--- src/hdl/spr_pkg.sv ---
package spr_pkg;

  // default configuration of the stack
  localparam int unsigned STACK_DEPTH_DEF = 16;
  localparam int unsigned VALUE_WIDTH_DEF = 32;

  // fixed field widths of the channel words
  localparam int unsigned MODE_W    = 3;
  localparam int unsigned PUSH_W    = 32;
  localparam int unsigned POS_W     = 5;
  localparam int unsigned TOP_W     = 32;
  localparam int unsigned COUNT_W   = 5;
  localparam int unsigned STATUS_W  = 2;

  typedef enum logic [MODE_W-1:0] {
    MODE_PUSH = 3'd0,
    MODE_DUP  = 3'd1,
    MODE_DROP = 3'd2,
    MODE_DIG  = 3'd3,
    MODE_DUG  = 3'd4
  } mode_e;

  typedef enum logic [STATUS_W-1:0] {
    ST_OK    = 2'd0,
    ST_INDEX = 2'd1,
    ST_FULL  = 2'd2
  } status_e;

  // per-cycle command seen by every cell
  typedef enum logic [2:0] {
    CELL_HOLD,
    CELL_SHIFT_DOWN,
    CELL_SHIFT_UP,
    CELL_SWAP,
    CELL_LOAD_LANE,
    CELL_LANE_UP
  } cell_op_e;

  typedef struct packed {
    cell_op_e op;
    logic     swap_lo;
    logic     swap_hi;
  } cell_ctrl_t;

  typedef struct packed {
    logic [MODE_W-1:0] mode;
    logic [PUSH_W-1:0] push_value;
    logic [POS_W-1:0]  position;
  } in_word_t;

  typedef struct packed {
    logic [TOP_W-1:0]   top_value;
    logic [COUNT_W-1:0] entry_count;
    status_e            status;
  } out_word_t;

endpackage

--- src/hdl/spr_cell.sv ---
module spr_cell #(
  parameter int unsigned VALUE_WIDTH = spr_pkg::VALUE_WIDTH_DEF
) (
  input  logic                   clk_i,
  input  spr_pkg::cell_ctrl_t    ctrl_i,
  input  logic [VALUE_WIDTH-1:0] prev_data_i,
  input  logic [VALUE_WIDTH-1:0] next_data_i,
  input  logic [VALUE_WIDTH-1:0] next_lane_i,
  output logic [VALUE_WIDTH-1:0] data_o,
  output logic [VALUE_WIDTH-1:0] lane_o
);

  logic [VALUE_WIDTH-1:0] data_q, data_d;
  logic [VALUE_WIDTH-1:0] lane_q, lane_d;

  always_comb begin
    data_d = data_q;
    lane_d = lane_q;
    case (ctrl_i.op)
      spr_pkg::CELL_SHIFT_DOWN: data_d = prev_data_i;
      spr_pkg::CELL_SHIFT_UP:   data_d = next_data_i;
      spr_pkg::CELL_SWAP: begin
        if (ctrl_i.swap_lo) begin
          data_d = next_data_i;
        end else if (ctrl_i.swap_hi) begin
          data_d = prev_data_i;
        end
      end
      spr_pkg::CELL_LOAD_LANE:  lane_d = data_q;
      spr_pkg::CELL_LANE_UP:    lane_d = next_lane_i;
      default: ;
    endcase
  end

  // payload only, no reset
  always_ff @(posedge clk_i) begin
    data_q <= data_d;
    lane_q <= lane_d;
  end

  assign data_o = data_q;
  assign lane_o = lane_q;

endmodule

--- src/hdl/stack_with_pick_roll_drop_unit.sv ---
// flow: errors and no-ops go from idle straight to S_DONE; push shifts the chain down once;
//   dup loads lanes, walks them up n cells, pushes; drop shifts up n; dig/dug swap pairs in turn
// throughput: one word in flight at a time, set by the neighbor-to-neighbor moves
//   of the cell chain; the next word is taken while a result waits at the output
// reset: asynchronous, active low; the stack comes up empty, cell contents are not cleared
module stack_with_pick_roll_drop_unit #(
  parameter int unsigned STACK_DEPTH = spr_pkg::STACK_DEPTH_DEF,
  parameter int unsigned VALUE_WIDTH = spr_pkg::VALUE_WIDTH_DEF
) (
  input  logic               clk_i,
  input  logic               rst_ni,
  input  logic               in_valid_i,
  output logic               in_ready_o,
  input  spr_pkg::in_word_t  in_data_i,
  output logic               out_valid_o,
  input  logic               out_ready_i,
  output spr_pkg::out_word_t out_data_o
);

  // cell index width and entry count width
  localparam int unsigned IDX_W = $clog2(STACK_DEPTH);
  localparam int unsigned CNT_W = $clog2(STACK_DEPTH + 1);
  // compare width: holds count, position and position plus two
  localparam int unsigned CMP_W = ((CNT_W > spr_pkg::POS_W) ? CNT_W : spr_pkg::POS_W) + 2;

  // sequencer states: each busy state issues one command to the whole chain per cycle
  typedef enum logic [3:0] {
    S_IDLE,
    S_PUSH,      // shift chain down, new value enters cell 0
    S_LOAD,      // dup: copy every cell into its lane register
    S_LANE,      // dup: walk the lane up one cell per cycle
    S_PUSH_LANE, // dup: shift chain down, lane of cell 0 enters cell 0
    S_SHIFT_UP,  // drop: shift chain up one entry per cycle
    S_SWAP_UP,   // dug: swap pair (ptr, ptr+1), ptr climbs toward depth n
    S_SWAP_DOWN, // dig: swap pair (ptr, ptr+1), ptr falls toward the top
    S_DONE       // load the result register
  } state_e;

  state_e                 state_q;
  logic [CNT_W-1:0]       count_q;
  logic [CNT_W-1:0]       steps_q;
  logic [IDX_W-1:0]       ptr_q;
  logic [VALUE_WIDTH-1:0] val_q;
  spr_pkg::status_e       status_q;
  logic                   out_valid_q;
  spr_pkg::out_word_t     out_data_q;

  // cells hold the stack top-relative: cell 0 is the top entry
  logic [VALUE_WIDTH-1:0] cell_data [STACK_DEPTH];
  logic [VALUE_WIDTH-1:0] cell_lane [STACK_DEPTH];
  spr_pkg::cell_ctrl_t    cell_ctrl [STACK_DEPTH];
  spr_pkg::cell_op_e      cell_op;
  logic [VALUE_WIDTH-1:0] feed;

  // operand decode of the offered word
  logic [CMP_W-1:0]       c_ext, n_ext, depth_ext;
  logic [63:0]            push_wide;
  logic [VALUE_WIDTH-1:0] push_val;
  logic [63:0]            top_wide;
  logic [spr_pkg::TOP_W-1:0] top_now;
  logic                   accept;

  assign accept     = in_valid_i && (state_q == S_IDLE);
  assign c_ext      = CMP_W'(count_q);
  assign n_ext      = CMP_W'(in_data_i.position);
  assign depth_ext  = CMP_W'(STACK_DEPTH);
  // pushed word masked or zero-extended to the stored width
  assign push_wide  = 64'(in_data_i.push_value);
  assign push_val   = push_wide[VALUE_WIDTH-1:0];
  // top entry seen through the 32-bit result field, zero when empty
  assign top_wide   = 64'(cell_data[0]);
  assign top_now    = (count_q != '0) ? top_wide[spr_pkg::TOP_W-1:0] : '0;

  // chain command for this cycle
  always_comb begin
    case (state_q)
      S_PUSH, S_PUSH_LANE:    cell_op = spr_pkg::CELL_SHIFT_DOWN;
      S_LOAD:                 cell_op = spr_pkg::CELL_LOAD_LANE;
      S_LANE:                 cell_op = spr_pkg::CELL_LANE_UP;
      S_SHIFT_UP:             cell_op = spr_pkg::CELL_SHIFT_UP;
      S_SWAP_UP, S_SWAP_DOWN: cell_op = spr_pkg::CELL_SWAP;
      default:                cell_op = spr_pkg::CELL_HOLD;
    endcase
  end

  // cell 0 takes the pushed value, or its own lane copy on dup
  assign feed = (state_q == S_PUSH_LANE) ? cell_lane[0] : val_q;

  for (genvar k = 0; k < STACK_DEPTH; k++) begin : g_cell
    localparam logic [IDX_W:0] K = (IDX_W + 1)'(k);
    logic [VALUE_WIDTH-1:0] prev_data, next_data, next_lane;

    assign cell_ctrl[k].op      = cell_op;
    assign cell_ctrl[k].swap_lo = ({1'b0, ptr_q} == K);
    assign cell_ctrl[k].swap_hi = (({1'b0, ptr_q} + (IDX_W + 1)'(1)) == K);

    if (k == 0) begin : g_head
      assign prev_data = feed;
    end else begin : g_body
      assign prev_data = cell_data[k-1];
    end

    // bottom cell sees zeros beyond the chain
    if (k == STACK_DEPTH - 1) begin : g_tail
      assign next_data = '0;
      assign next_lane = '0;
    end else begin : g_link
      assign next_data = cell_data[k+1];
      assign next_lane = cell_lane[k+1];
    end

    spr_cell #(
      .VALUE_WIDTH(VALUE_WIDTH)
    ) u_cell (
      .clk_i      (clk_i),
      .ctrl_i     (cell_ctrl[k]),
      .prev_data_i(prev_data),
      .next_data_i(next_data),
      .next_lane_i(next_lane),
      .data_o     (cell_data[k]),
      .lane_o     (cell_lane[k])
    );
  end

  // sequencer and result register
  always_ff @(posedge clk_i or negedge rst_ni) begin
    if (!rst_ni) begin
      state_q     <= S_IDLE;
      count_q     <= '0;
      steps_q     <= '0;
      ptr_q       <= '0;
      val_q       <= '0;
      status_q    <= spr_pkg::ST_OK;
      out_valid_q <= 1'b0;
      out_data_q  <= '0;
    end else begin
      // result leaves when taken; a finished word reloads it below
      if (out_ready_i && (state_q != S_DONE)) begin
        out_valid_q <= 1'b0;
      end

      case (state_q)
        S_IDLE: begin
          if (accept) begin
            status_q <= spr_pkg::ST_OK;
            state_q  <= S_DONE;
            case (spr_pkg::mode_e'(in_data_i.mode))
              spr_pkg::MODE_PUSH: begin
                if (c_ext >= depth_ext) begin
                  status_q <= spr_pkg::ST_FULL;
                end else begin
                  val_q   <= push_val;
                  count_q <= count_q + CNT_W'(1);
                  state_q <= S_PUSH;
                end
              end
              spr_pkg::MODE_DUP: begin
                // index check comes before the full check
                if (n_ext >= c_ext) begin
                  status_q <= spr_pkg::ST_INDEX;
                end else if (c_ext >= depth_ext) begin
                  status_q <= spr_pkg::ST_FULL;
                end else begin
                  steps_q <= CNT_W'(in_data_i.position);
                  count_q <= count_q + CNT_W'(1);
                  state_q <= S_LOAD;
                end
              end
              spr_pkg::MODE_DROP: begin
                if (n_ext > c_ext) begin
                  status_q <= spr_pkg::ST_INDEX;
                end else if (in_data_i.position != '0) begin
                  steps_q <= CNT_W'(in_data_i.position);
                  count_q <= count_q - CNT_W'(in_data_i.position);
                  state_q <= S_SHIFT_UP;
                end
              end
              spr_pkg::MODE_DIG: begin
                if (n_ext + CMP_W'(2) > c_ext) begin
                  status_q <= spr_pkg::ST_INDEX;
                end else begin
                  ptr_q   <= IDX_W'(in_data_i.position);
                  state_q <= S_SWAP_DOWN;
                end
              end
              spr_pkg::MODE_DUG: begin
                // dug with depth zero on a non-empty stack leaves it as is
                if (n_ext >= c_ext) begin
                  status_q <= spr_pkg::ST_INDEX;
                end else if (in_data_i.position != '0) begin
                  ptr_q   <= '0;
                  steps_q <= CNT_W'(in_data_i.position);
                  state_q <= S_SWAP_UP;
                end
              end
              default: ;
            endcase
          end
        end
        S_PUSH, S_PUSH_LANE: state_q <= S_DONE;
        S_LOAD: state_q <= (steps_q == '0) ? S_PUSH_LANE : S_LANE;
        S_LANE: begin
          steps_q <= steps_q - CNT_W'(1);
          if (steps_q == CNT_W'(1)) begin
            state_q <= S_PUSH_LANE;
          end
        end
        S_SHIFT_UP: begin
          steps_q <= steps_q - CNT_W'(1);
          if (steps_q == CNT_W'(1)) begin
            state_q <= S_DONE;
          end
        end
        S_SWAP_UP: begin
          ptr_q   <= ptr_q + IDX_W'(1);
          steps_q <= steps_q - CNT_W'(1);
          if (steps_q == CNT_W'(1)) begin
            state_q <= S_DONE;
          end
        end
        S_SWAP_DOWN: begin
          if (ptr_q == '0) begin
            state_q <= S_DONE;
          end else begin
            ptr_q <= ptr_q - IDX_W'(1);
          end
        end
        S_DONE: begin
          // wait for the result register to be free
          if (!out_valid_q || out_ready_i) begin
            out_valid_q            <= 1'b1;
            out_data_q.top_value   <= top_now;
            out_data_q.entry_count <= spr_pkg::COUNT_W'(count_q);
            out_data_q.status      <= status_q;
            state_q                <= S_IDLE;
          end
        end
        default: state_q <= S_IDLE;
      endcase
    end
  end

  assign in_ready_o  = (state_q == S_IDLE);
  assign out_valid_o = out_valid_q;
  assign out_data_o  = out_data_q;

endmodule

--- config.mk ---
export PLATFORM = sky130hd
export DESIGN_NAME = stack_with_pick_roll_drop_unit
export DESIGN_NICKNAME = d
export VERILOG_FILES = /design/src/hdl/spr_pkg.sv /design/src/hdl/spr_cell.sv /design/src/hdl/stack_with_pick_roll_drop_unit.sv
export SDC_FILE = /design/constraint.sdc
export NUM_CORES = 1
export LEC_CHECK = 0
export BUFFER_PORTS_ARGS = -buffer_cell sky130_fd_sc_hd__buf_2
export CORE_MARGIN = 2
export CORE_UTILIZATION = 32
export DETAILED_ROUTE_END_ITERATION = 10
export PLACE_DENSITY_LB_ADDON = 0.08
export SYNTH_ARGS = -nofsm -noshare
export SYNTH_HDL_FRONTEND = slang
export SYNTH_SLANG_ARGS = --single-unit
--- constraint.sdc ---
create_clock -name clk_i -period 10.9 [get_ports clk_i]
set_input_delay 0.545 -clock clk_i [delete_from_list [all_inputs] [get_ports clk_i]]
set_output_delay 0.545 -clock clk_i [all_outputs]
set_load 0.02 [all_outputs]
# [After elaboration in Yosys (flattened, before gate mapping)]
# Cells that the tools add are included.
[totals] reg_bits=1116 out_inout_bits=41 elab_cells=291
[op_classes] addsub=7 n_lt_le_gt_ge=4 eq_ne=82 mux=112 bitwise=1 n_reduce_logical=43
[ops] operator="one-hot mux 32 bit (3 select lines)" n=16
[ops] operator="2-to-1 mux 32 bit" n=34
[ops] operator="one-hot mux 32 bit (2 select lines)" n=16
[ops] operator="2-to-1 mux 4 bit" n=18
[ops] operator="inequality test 3 bit, second input constant" n=22
[ops] operator="2-to-1 mux 5 bit" n=10
[ops] operator="== test 5 x 4 -> 1 bit, second input constant" n=8
[ops] operator="== test 4 bit, second input constant" n=9
[ops] operator="AND reduction 2 bit" n=18
[ops] operator="== test 4 x 3 -> 1 bit, second input constant" n=8
[ops] operator="one-hot mux 5 bit (3 select lines)" n=2
[ops] operator="one-hot mux 4 bit (7 select lines)" n=1
[ops] operator="== test 5 x 3 -> 1 bit, second input constant" n=4
[ops] operator="one-hot mux 4 bit (5 select lines)" n=1
[ops] operator="== test 4 x 2 -> 1 bit, second input constant" n=4
[ops] operator="one-hot mux 3 bit (5 select lines)" n=1
[ops] operator="inequality test 2 bit, second input constant" n=7
[ops] operator="AND reduction 7 bit" n=2
[ops] operator="== test 3 x 2 -> 1 bit, second input constant" n=4
[ops] operator="one-hot mux 4 bit (3 select lines)" n=1
[ops] operator="== test 5 x 1 -> 1 bit, second input constant" n=2
[ops] operator="== test 5 x 2 -> 1 bit, second input constant" n=2
[ops] operator="logical NOT 5 bit" n=2
[ops] operator="one-hot mux 2 bit (5 select lines)" n=1
[ops] operator="other kinds (37)" n=56

# [Logic depth before layout (Yosys ltp)]
# Gate-level depths: netlist of run 1.
[logic_depth] word_depth=6 ltp_mapped=10

# [By module]
# From an unflattened synthesis of run 1, not the netlist that was laid out.
[unflattened] hier_cells=2860 area_unflattened_um2=49613.8
[by_module_without_submodules] mod="spr_cell" n_inst=16 cells_per_inst=142 area_each_um2=2752.6 seq_area_each_um2=1921.8
[by_module_without_submodules] mod="stack_with_pick_roll_drop_unit" n_inst=1 cells_per_inst=588 area_each_um2=5571.6 seq_area_each_um2=2302.2

# [Least setup slack after synthesis of run 1]
# OpenSTA, ideal clock, no wires.
[synth_timing] kind="register to register" start="register state_q[1]" end="register g_cell[0].u_cell.lane_q[0] (enable)" arrival_ps=10697 path_slack_ps=-655 path_stages_with_launch=5 path_buffers=2 path_cell_list="dfrtp_1 > buf_2 > buf_2 > nand2_1 > inv_1"
[synth_via] elab_chain_cells=5 word_cells_on_any_way=13
[synth_rtl] item="from (decl)" line_no="stack_with_pick_roll_drop_unit.sv:39" source="state_e state_q;"
[synth_rtl] item="from (signal assigned)" line_no="stack_with_pick_roll_drop_unit.sv:201" source="S_LOAD: state_q <= (steps_q == '0) ? S_PUSH_LANE : S_LANE;"
[synth_rtl] item="== test 4 x 3 -> 1 bit or == test 4 x 1 -> 1 bit (tied branches)" line_no="stack_with_pick_roll_drop_unit.sv:76" source="case (state_q)"
[synth_rtl] item="OR reduction 2 bit" line_no="stack_with_pick_roll_drop_unit.sv:76"
[synth_rtl] item="one-hot mux 3 bit (5 select lines) (*)" line_no="stack_with_pick_roll_drop_unit.sv:76"
[synth_rtl] item="== test 3 bit" line_no="spr_cell.sv:19" source="case (ctrl_i.op)"
[synth_rtl] item="nonzero test 2 bit (no line) (*)"
[synth_rtl] item="to (signal assigned)" line_no="spr_cell.sv:38" source="lane_q <= lane_d;"
[synth_rtl] item="to (decl)" line_no="spr_cell.sv:14" source="logic [VALUE_WIDTH-1:0] lane_q, lane_d;"
# Every way passes the cells marked *; elsewhere a longest branch is shown, timed or not.
# A chain may end at the register's enable or synchronous reset.

# [Worst setup path in the final report of run 1]
[layout_timing] start="register state_q[1]" end="register g_cell[6].u_cell.lane_q[2], data pin"
[layout_via] elab_chain_cells=5 word_cells_on_any_way=13
[layout_rtl] item="== test 4 x 3 -> 1 bit or == test 4 x 1 -> 1 bit (tied branches)" line_no="stack_with_pick_roll_drop_unit.sv:76"
[layout_rtl] item="OR reduction 2 bit" line_no="stack_with_pick_roll_drop_unit.sv:76"
[layout_rtl] item="one-hot mux 3 bit (5 select lines) (*)" line_no="stack_with_pick_roll_drop_unit.sv:76"
[layout_rtl] item="== test 3 bit" line_no="spr_cell.sv:19"
[layout_rtl] item="one-hot mux 32 bit (2 select lines) (*)" line_no="spr_cell.sv:19"
[layout_rtl] item="via g_cell[6].u_cell.lane_d[2]" line_no="spr_cell.sv:14"
[layout_rtl] item="to (signal assigned)" line_no="spr_cell.sv:38"
[layout_rtl] item="to (decl)" line_no="spr_cell.sv:14"
# The timed path passes the listed nets; every way through them passes the cells marked *.

==> results of run 1 <==
-- power by group through the flow --
stage	logic (uW)	registers (uW)	clock network, uW
after floorplan	2230	7310	0
after global placement	3280	7380	0
after detailed placement	3350	7420	0
after CTS	3390	7350	4270
after global routing	3620	7490	4430
final	3270	7330	4100
-- layout make-up --
class,instances,area (um^2),area share
clock inverter,45,345,0.00624
sequential,1116,33100,0.597
multi-input combinational,1517,14600,0.264
inverter,19,75.1,0.00136
tap,2016,2520,0.0456
timing repair buffer,154,1100,0.0198
clock buffer,192,3630,0.0656
-- per-layer routing --
metal / track usage / part of all wire
met1: 0.220 / 0.52
met2: 0.198 / 0.42
met3: 0.0256 / 0.038
met4: 0.0389 / 0.018
met5: 0 / 0
-- worst max-delay path, cell delays in order, from the launching register on --
cell and delay, ns:
dfrtp_2 1.00, nand2_1 0.23, nor3_4 0.20, buf_12 0.70
buf_12 0.59, mux2_2 0.44
-- registers in the layout, indices dropped and copies added (netlist names) --
name,cells
count_q,5
g_cell.u_cell.data_o,512
g_cell.u_cell.lane_o,512
out_data_o,39
out_valid_o,1
ptr_q,4
state_q,4
status_q,2
steps_q,5
val_q,32
-- kinds of logic (layout without fill, tap and decap cells) --
| kind of cell | after synthesis | count (layout) | share of synthesized area |
|---|---|---|---|
| AO/OA/AOI/OAI | 186 | 186 | 0.0244 |
| flip-flops | 1116 | 1116 | 0.688 |
| buffers and inverters | 162 | 410 | 0.0158 |
| multiplexers | 996 | 996 | 0.233 |
| adder cells (fa/ha/maj) | 24 | 24 | 0.00641 |
| AND/OR/NAND/NOR | 299 | 299 | 0.0306 |
| XOR/XNOR | 12 | 12 | 0.00219 |
-- Yosys cell counts, types with 4 or more instances --
cell type / n / area, um^2
a21o_1: 6 / 45.0
buf_1: 4 / 15.0
nand4_1: 5 / 31.3
nand3_1: 18 / 90.1
a21oi_1: 21 / 105
o21ai_1: 27 / 135
mux2_2: 963 / 10800
inv_1: 19 / 71.3
buf_2: 111 / 556
nor2b_1: 70 / 438
o311ai_0: 4 / 35.0
o211ai_1: 5 / 37.5
xnor2_1: 8 / 70.1
and2_1: 8 / 50.1
a21oi_2: 10 / 87.6
nor2_1: 27 / 101
nand2b_1: 5 / 31.3
clkbuf_1: 24 / 90.1
a31oi_1: 22 / 138
ha_1: 23 / 288
or3_1: 4 / 25.0
edfxtp_1: 1024 / 30700
o21ai_0: 54 / 270
nand2_1: 143 / 537
nor3_1: 4 / 20.0
mux2i_1: 33 / 330
dfrtp_1: 92 / 2300
xor2_1: 4 / 35.0
o22ai_1: 4 / 25.0
-- per-stage QoR --
step	util	setup WS, ns	instance area (um^2)	instances	hold slack, ns
final	0.371	6.71	55400	5059	0.0673
after global routing	0.371	6.58	55400	5059	0.0381
after CTS	0.370	6.78	55300	5058	0.00161
after detailed placement	0.342	6.77	51100	4791	0.466
after global placement	0.342	6.79	51100	4791	0.466
after floorplan	-	2.00	48000	2795	0.249
-- timing repair --
action | 4_1_cts | 5_1_grt
setup endpoints to repair | 0 | 0
endpoints found under the hold margin | 57 | 0
hold buffers | 30 | 0
-- how the worst min path moves through the flow --
| stage | start | end | slack (ns) |
|---|---|---|---|
| floorplan | rst_ni | count_q[0] | 0.25 |
| global placement | out_data_o[3] | out_data_o[3] | 0.47 |
| detailed placement | out_data_o[30] | out_data_o[30] | 0.47 |
| CTS | in_data_i[21] | val_q[16] | 0.002 |
| global route | in_data_i[13] | val_q[8] | 0.04 |
| finish | in_data_i[13] | val_q[8] | 0.07 |
==> key figures, run 1 <==
Run status
  – Status: finished clean

STA
  – Final Setup Violations: 0
  – Least-Margin Pin Slew: around 1.3 ns
  – RSZ-0062 raised after global routing: false
  – Clock skew: ~0.022 ns
  – Post-layout min period: 4.19 ns
  – Hold Vio Cnt, Final: 0
  – Fmax: between 0.2 and 0.25 GHz
  – Max-slew violations: 0
  – Fin crit share: 0.384
  – Setup TNS: 0 ns
  – Relative slew slack: 0.115

Global route
  – Initial antenna violation count: 0
  – First-pass GRT wire length: between 150 and 200 mm
  – Vias in the first global route: around 24000
  – Largest net degree at the start of global routing: 183
  – GRT overflow: 0
  – GRT Util Overall: 0.141

Logic synthesis
  – Share of the yosys chip area belonging to registers: 0.688
  – Commonest register cell after synthesis: edfxtp_1
  – Yosys cell types: 63
  – Synth warnings: 0
  – EDFF count, synth: approximately 1000
  – Post-synthesis async set-or-reset flop share: 0.0824
  – Synthesized Nets: between 2000 and 3000
  – Syn Area/Cell: around 17 um^2
  – #FFs+latches synth: between 1000 and 1500
  – Syn Inst Count: between 2000 and 3000
  – Mapped Area: 48000 um^2

Clock tree
  – Root Driver: clkbuf_16
  – CTS sink count: approximately 1100
  – Clock Tree Buf Depth: 3
  – Post-cts sizing count: 0
  – Post-CTS Setup Bufs: 0
  – CTS clk-pin slew, worst paths: roughly 0.060 ns
  – CTS tree: done
  – Total clock buffers created by CTS: 131
  – Level count of the clock H-tree: 4
  – Worst skew pair latency: around 0.75 ns

Placement
  – GP Congestion: 0.739
  – Port bufs: 84
  – Half-perimeter wire length after placement: 61.6 mm

Die
  – Die Wd: around 400 um
  – I/O pin count: 85
  – Die area: roughly 150000 um^2
  – Rows: 142
  – Core box area: ~150000 um^2
  – Die Ht: around 390 um
  – Initial Util: 0.321

Drt
  – Via count: between 20000 and 25000
  – WL per Instance: around 21 um
  – Residual DRC count: 0
  – Mean number of vias per cell: approximately 4.7
  – Iteration-0 DRC Markers: roughly 1700
  – DRT antenna net count: 0
  – Pre-Repair DR Iteration Count: 5
  – Final WL: between 100 and 150 mm

Critical path
  – CP endpoint kind: register
  – Reg2Reg Capture Point: g_cell[6].u_cell.lane_o[2]
  – Arrival @ worst endpoint: around 4.7 ns
  – Worst EP required: 11.38 ns
  – CP Launch Type: register
  – CP Class: reg -> reg
  – R2r setup slk: 6.71 ns
  – CP max FO: 182
  – Reg-to-Reg Start: state_q[1]
  – R2R depth: 5
  – Crit path capture: g_cell[6].u_cell.lane_o[2]
  – CP startpoint: state_q[1]

Finish
  – Commonest non-fill, non-tap cells in the layout: edfxtp_1 (1024), mux2_2 (963), nand2_1 (143), clkbuf_16 (136), dfrtp_1 (91)
  – Layout fillers: roughly 14000
  – Share of layout cells above drive strength 1: 0.428
  – Nets@finish: 3007
  – Inserted Diodes: 0
  – Most common cell after layout, fill and taps aside: edfxtp_1
  – Area Overhead vs Synth: 15.3%

Power
  – Leak: about 0.018 uW
  – VDD IR-drop max: about 0.00016 V
  – Gate power share: 0.222
  – Power Dens Cells: 265 nW/um^2
  – Psw: 4390 uW
  – Switching Share: 0.299
  – PnR Total Power: roughly 15000 uW
  – Power Internal: between 10000 and 15000 uW
  – Clock network power share: 0.279
  – Seq pwr share: 0.499

Min path
  – WHS Path Cells: 2
  – HP Class: in -> reg

Job
  – Max Cap Viol: 0
Power figures use the tool's default switching activity.
==> inputs of run 2 (changes only) <==
- ABC_AREA: default -> 1
- clock period: 10.9 -> 3.4 ns (I/O delays scaled with it)
==> run 2 against run 1 <==
  * Setup slack got worse by 6.1 ns
  * Sequential power rose to 3.3 times the previous value
  * Clock skew fell by 0.0035 ns
  * Highest routed layer unchanged
  * Critical endpoint is now status_q[1]
==> key figures, run 2 <==
Drt
  – WL per Instance: 16.6 um (-22%)
  – Via count: 28900 (+22%)
  – DRT antenna net count: 0 (unchanged)
  – Pre-Repair DR Iteration Count: 5 (unchanged)
  – Uppermost layer routed: met4
  – Iteration-0 DRC Markers: 2077 (+22%)
  – Mean number of vias per cell: 4.45 (-5.1%)
  – Met3 routed WL: 4.29 mm (+5.6%)
  – Met2 wire length: 42.6 mm (-5.9%)
  – Final WL: 108 mm (+0.15%)
  – Residual DRC count: 0 (unchanged)
  – M1 wire length: 58.7 mm (+4.3%)

Finish
  – Layout fillers: 14600 (+5.1%)
  – Multi-input combinational cell area: 12500 um^2 (-15%)
  – Post-route cell area: 55300 um^2 (-0.14%)
  – Share of layout cells above drive strength 1: 0.100 (-0.328)
  – Reg area: 33100 um^2 (unchanged)
  – Most common cell after layout, fill and taps aside: nand2_1
  – Inserted Diodes: 0 (unchanged)
  – Area Overhead vs Synth: 16.1%
  – Commonest non-fill, non-tap cells in the layout: nand2_1 (1327), edfxtp_1 (1024), o21ai_0 (564), inv_1 (360), nor2_1 (272)
  – Nets@finish: 4543 (+51%)

Clock tree
  – Post-cts sizing count: 0 (unchanged)
  – CTS tree: done
  – Post-CTS Setup Bufs: 0 (unchanged)
  – CTS clk-pin slew, worst paths: 0.06 ns (about the same)
  – Level count of the clock H-tree: 4 (unchanged)
  – CTS sink count: 1116 (unchanged)
  – Root Driver: clkbuf_16
  – Worst skew pair latency: 0.74 ns (about the same)
  – Total clock buffers created by CTS: 133 (+1.5%)
  – Clock Tree Buf Depth: 3 (unchanged)

Die
  – Die area: 152000 um^2 (-0.88%)
  – Rows: 141 (-0.70%)
  – Initial Util: 0.322 (+0.000947)
  – Core box area: 148000 um^2 (-1.2%)
  – Die Ht: 390 um (-0.44%)
  – I/O pin count: 85 (unchanged)
  – Die Wd: 390 um (-0.44%)

Critical path
  – Crit path capture: status_q[1]
  – Worst EP required: 4.07 ns (-7.31 ns)
  – CP max FO: 6 (-97%)
  – CP Class: reg -> reg
  – Arrival @ worst endpoint: 3.48 ns (-1.19 ns)
  – Reg2Reg Capture Point: status_q[1]
  – CP Launch Type: register
  – CP startpoint: count_q[1]
  – R2R depth: 10 (+5)
  – CP endpoint kind: register
  – R2r setup slk: 0.59 ns (-6.12 ns)
  – Reg-to-Reg Start: count_q[1]

Logic synthesis
  – Post-synthesis async set-or-reset flop share: 0.0824 (unchanged)
  – Post-synth top area share: 0.646 (+0.00572)
  – Yosys cell types: 40 (-37%)
  – Share of the yosys chip area belonging to registers: 0.694 (+0.00615)
  – Mapped Area: 47600 um^2 (-0.89%)
  – Commonest register cell after synthesis: edfxtp_1
  – #FFs+latches synth: 1116 (unchanged)
  – Commonest cells post-synth: nand2_1 (1331), edfxtp_1 (1024), o21ai_0 (564), inv_1 (361), nor2_1 (273)
  – Synthesized Nets: 4433 (+55%)
  – EDFF count, synth: 1024 (unchanged)
  – Syn Inst Count: 4365 (+56%)
  – Syn Area/Cell: 10.9 um^2 (-37%)
  – Count leader, synth: nand2_1
  – Area leader, netlist: edfxtp_1
  – Top post-synthesis cells by area: edfxtp_1 (65%), nand2_1 (10%), o21ai_0 (5.9%)
  – Synth warnings: 0 (unchanged)

STA
  – Final Setup Violations: 0 (unchanged)
  – Fmax: 0.356 GHz (+49%)
  – Fin crit share: 0.827 (+0.442)
  – Clock skew: 0.0185 ns (-0.00350 ns)
  – Max-slew violations: 0 (unchanged)
  – Hold Vio Cnt, Final: 0 (unchanged)
  – Post-layout min period: 2.81 ns (-1.38 ns)
  – RSZ-0062 raised after global routing: false
  – Least-Margin Pin Slew: 1.18 ns (-0.143 ns)
  – Relative slew slack: 0.211 (+0.0954)

Placement
  – Post-Place Cell Area: 50800 um^2 (-0.62%)
  – Port bufs: 84 (unchanged)
  – GP Congestion: 0.781 (+5.7%)
  – Half-perimeter wire length after placement: 67.5 mm (+9.6%)

Global route
  – GRT overflow: 0 (unchanged)
  – Initial antenna violation count: 0 (unchanged)
  – Largest net degree at the start of global routing: 167 (-8.7%)
  – GRT Util Overall: 0.143 (+0.00185)
  – First-pass GRT wire length: 173 mm (+4.9%)
  – Vias in the first global route: 28700 (+17%)

Min path
  – WHS Path Cells: 5 (+3)
  – HP Class: in -> reg

Power
  – PnR Total Power: 48200 uW (+230%)
  – VDD IR-drop max: 0.000512 V (+220%)
  – Power Dens Cells: 871 nW/um^2 (+230%)
  – Leak: 0.0212 uW (+17%)

Job
  – Max Cap Viol: 0 (unchanged)

Run status
  – Status: finished clean
run 2: kinds of logic after synthesis:
kind of cell               share of synthesized area
and+or+nand+nor                                0.139
adders and majority gates                    0.00646
buffers and inverters                         0.0496
AOI/OAI and AO/OA                             0.0907
DFF                                            0.694
muxes                                         0.0184
xor gates and xnor gates                     0.00166
run 2: final cells by class:
cell class,count,area share
clock buffers,175,0.0659
clock inverters,57,0.00801
inverters,371,0.0253
multi-input cells,2648,0.226
flip-flops and latches,1116,0.598
well taps,1930,0.0437
repair buffers,205,0.0330
run 2: how the worst min path moves through the flow:
stage	from	to	slack, ns
floorplan	rst_ni	count_q[0]	-0.13
global placement	rst_ni	ptr_q[3]	0.13
detailed placement	rst_ni	ptr_q[3]	0.14
CTS	in_data_i[3]	steps_q[3]	0.002
global route	in_data_i[3]	steps_q[3]	0.07
finish	in_data_i[3]	steps_q[3]	0.07
run 2: power by group:
part,switching (uW),internal (uW)
combinational,7340,3440
clock,5610,7900
sequential,2150,21700
total,15100,33100
run 2: metrics by stage:
step / worst slack, ns / std cells / util / TNS [ns] / hold WS (ns)
finish: 0.589 / 6502 / 0.374 / 0 / 0.0664
global route: 0.374 / 6502 / 0.374 / 0 / 0.0682
CTS: 0.610 / 6502 / 0.374 / 0 / 0.00176
detailed placement: 0.624 / 6226 / 0.344 / 0 / 0.136
global placement: 0.651 / 6226 / 0.344 / 0 / 0.127
floorplan: -10.32 / 4365 / - / -5051.66 / -0.126
run 2: what timing repair did:
item,CTS,global route
setup endpoints to repair,0,0
hold buffers,44,0
hold endpoints to repair,135,0
run 2: metal layers:
| metal | up-vias | global-route usage |
|---|---|---|
| met2 | 467 | 0.194 |
| met4 | 0 | 0.0402 |
| met1 | 13300 | 0.229 |
| li1 | 15100 | - |
| met5 | - | 0 |
| met3 | 150 | 0.0251 |
run 2: worst max-delay path: stages (launching register included):
cell and delay, ns:
dfrtp_1 0.40, inv_1 0.19, ha_1 0.30, nor2_1 0.19, nand3_1 0.11, nand3_1 0.20, nand2_1 0.18, o31ai_1 0.44
nand2_1 0.08, o21ai_0 0.09, dlygate4sd3_1 0.56
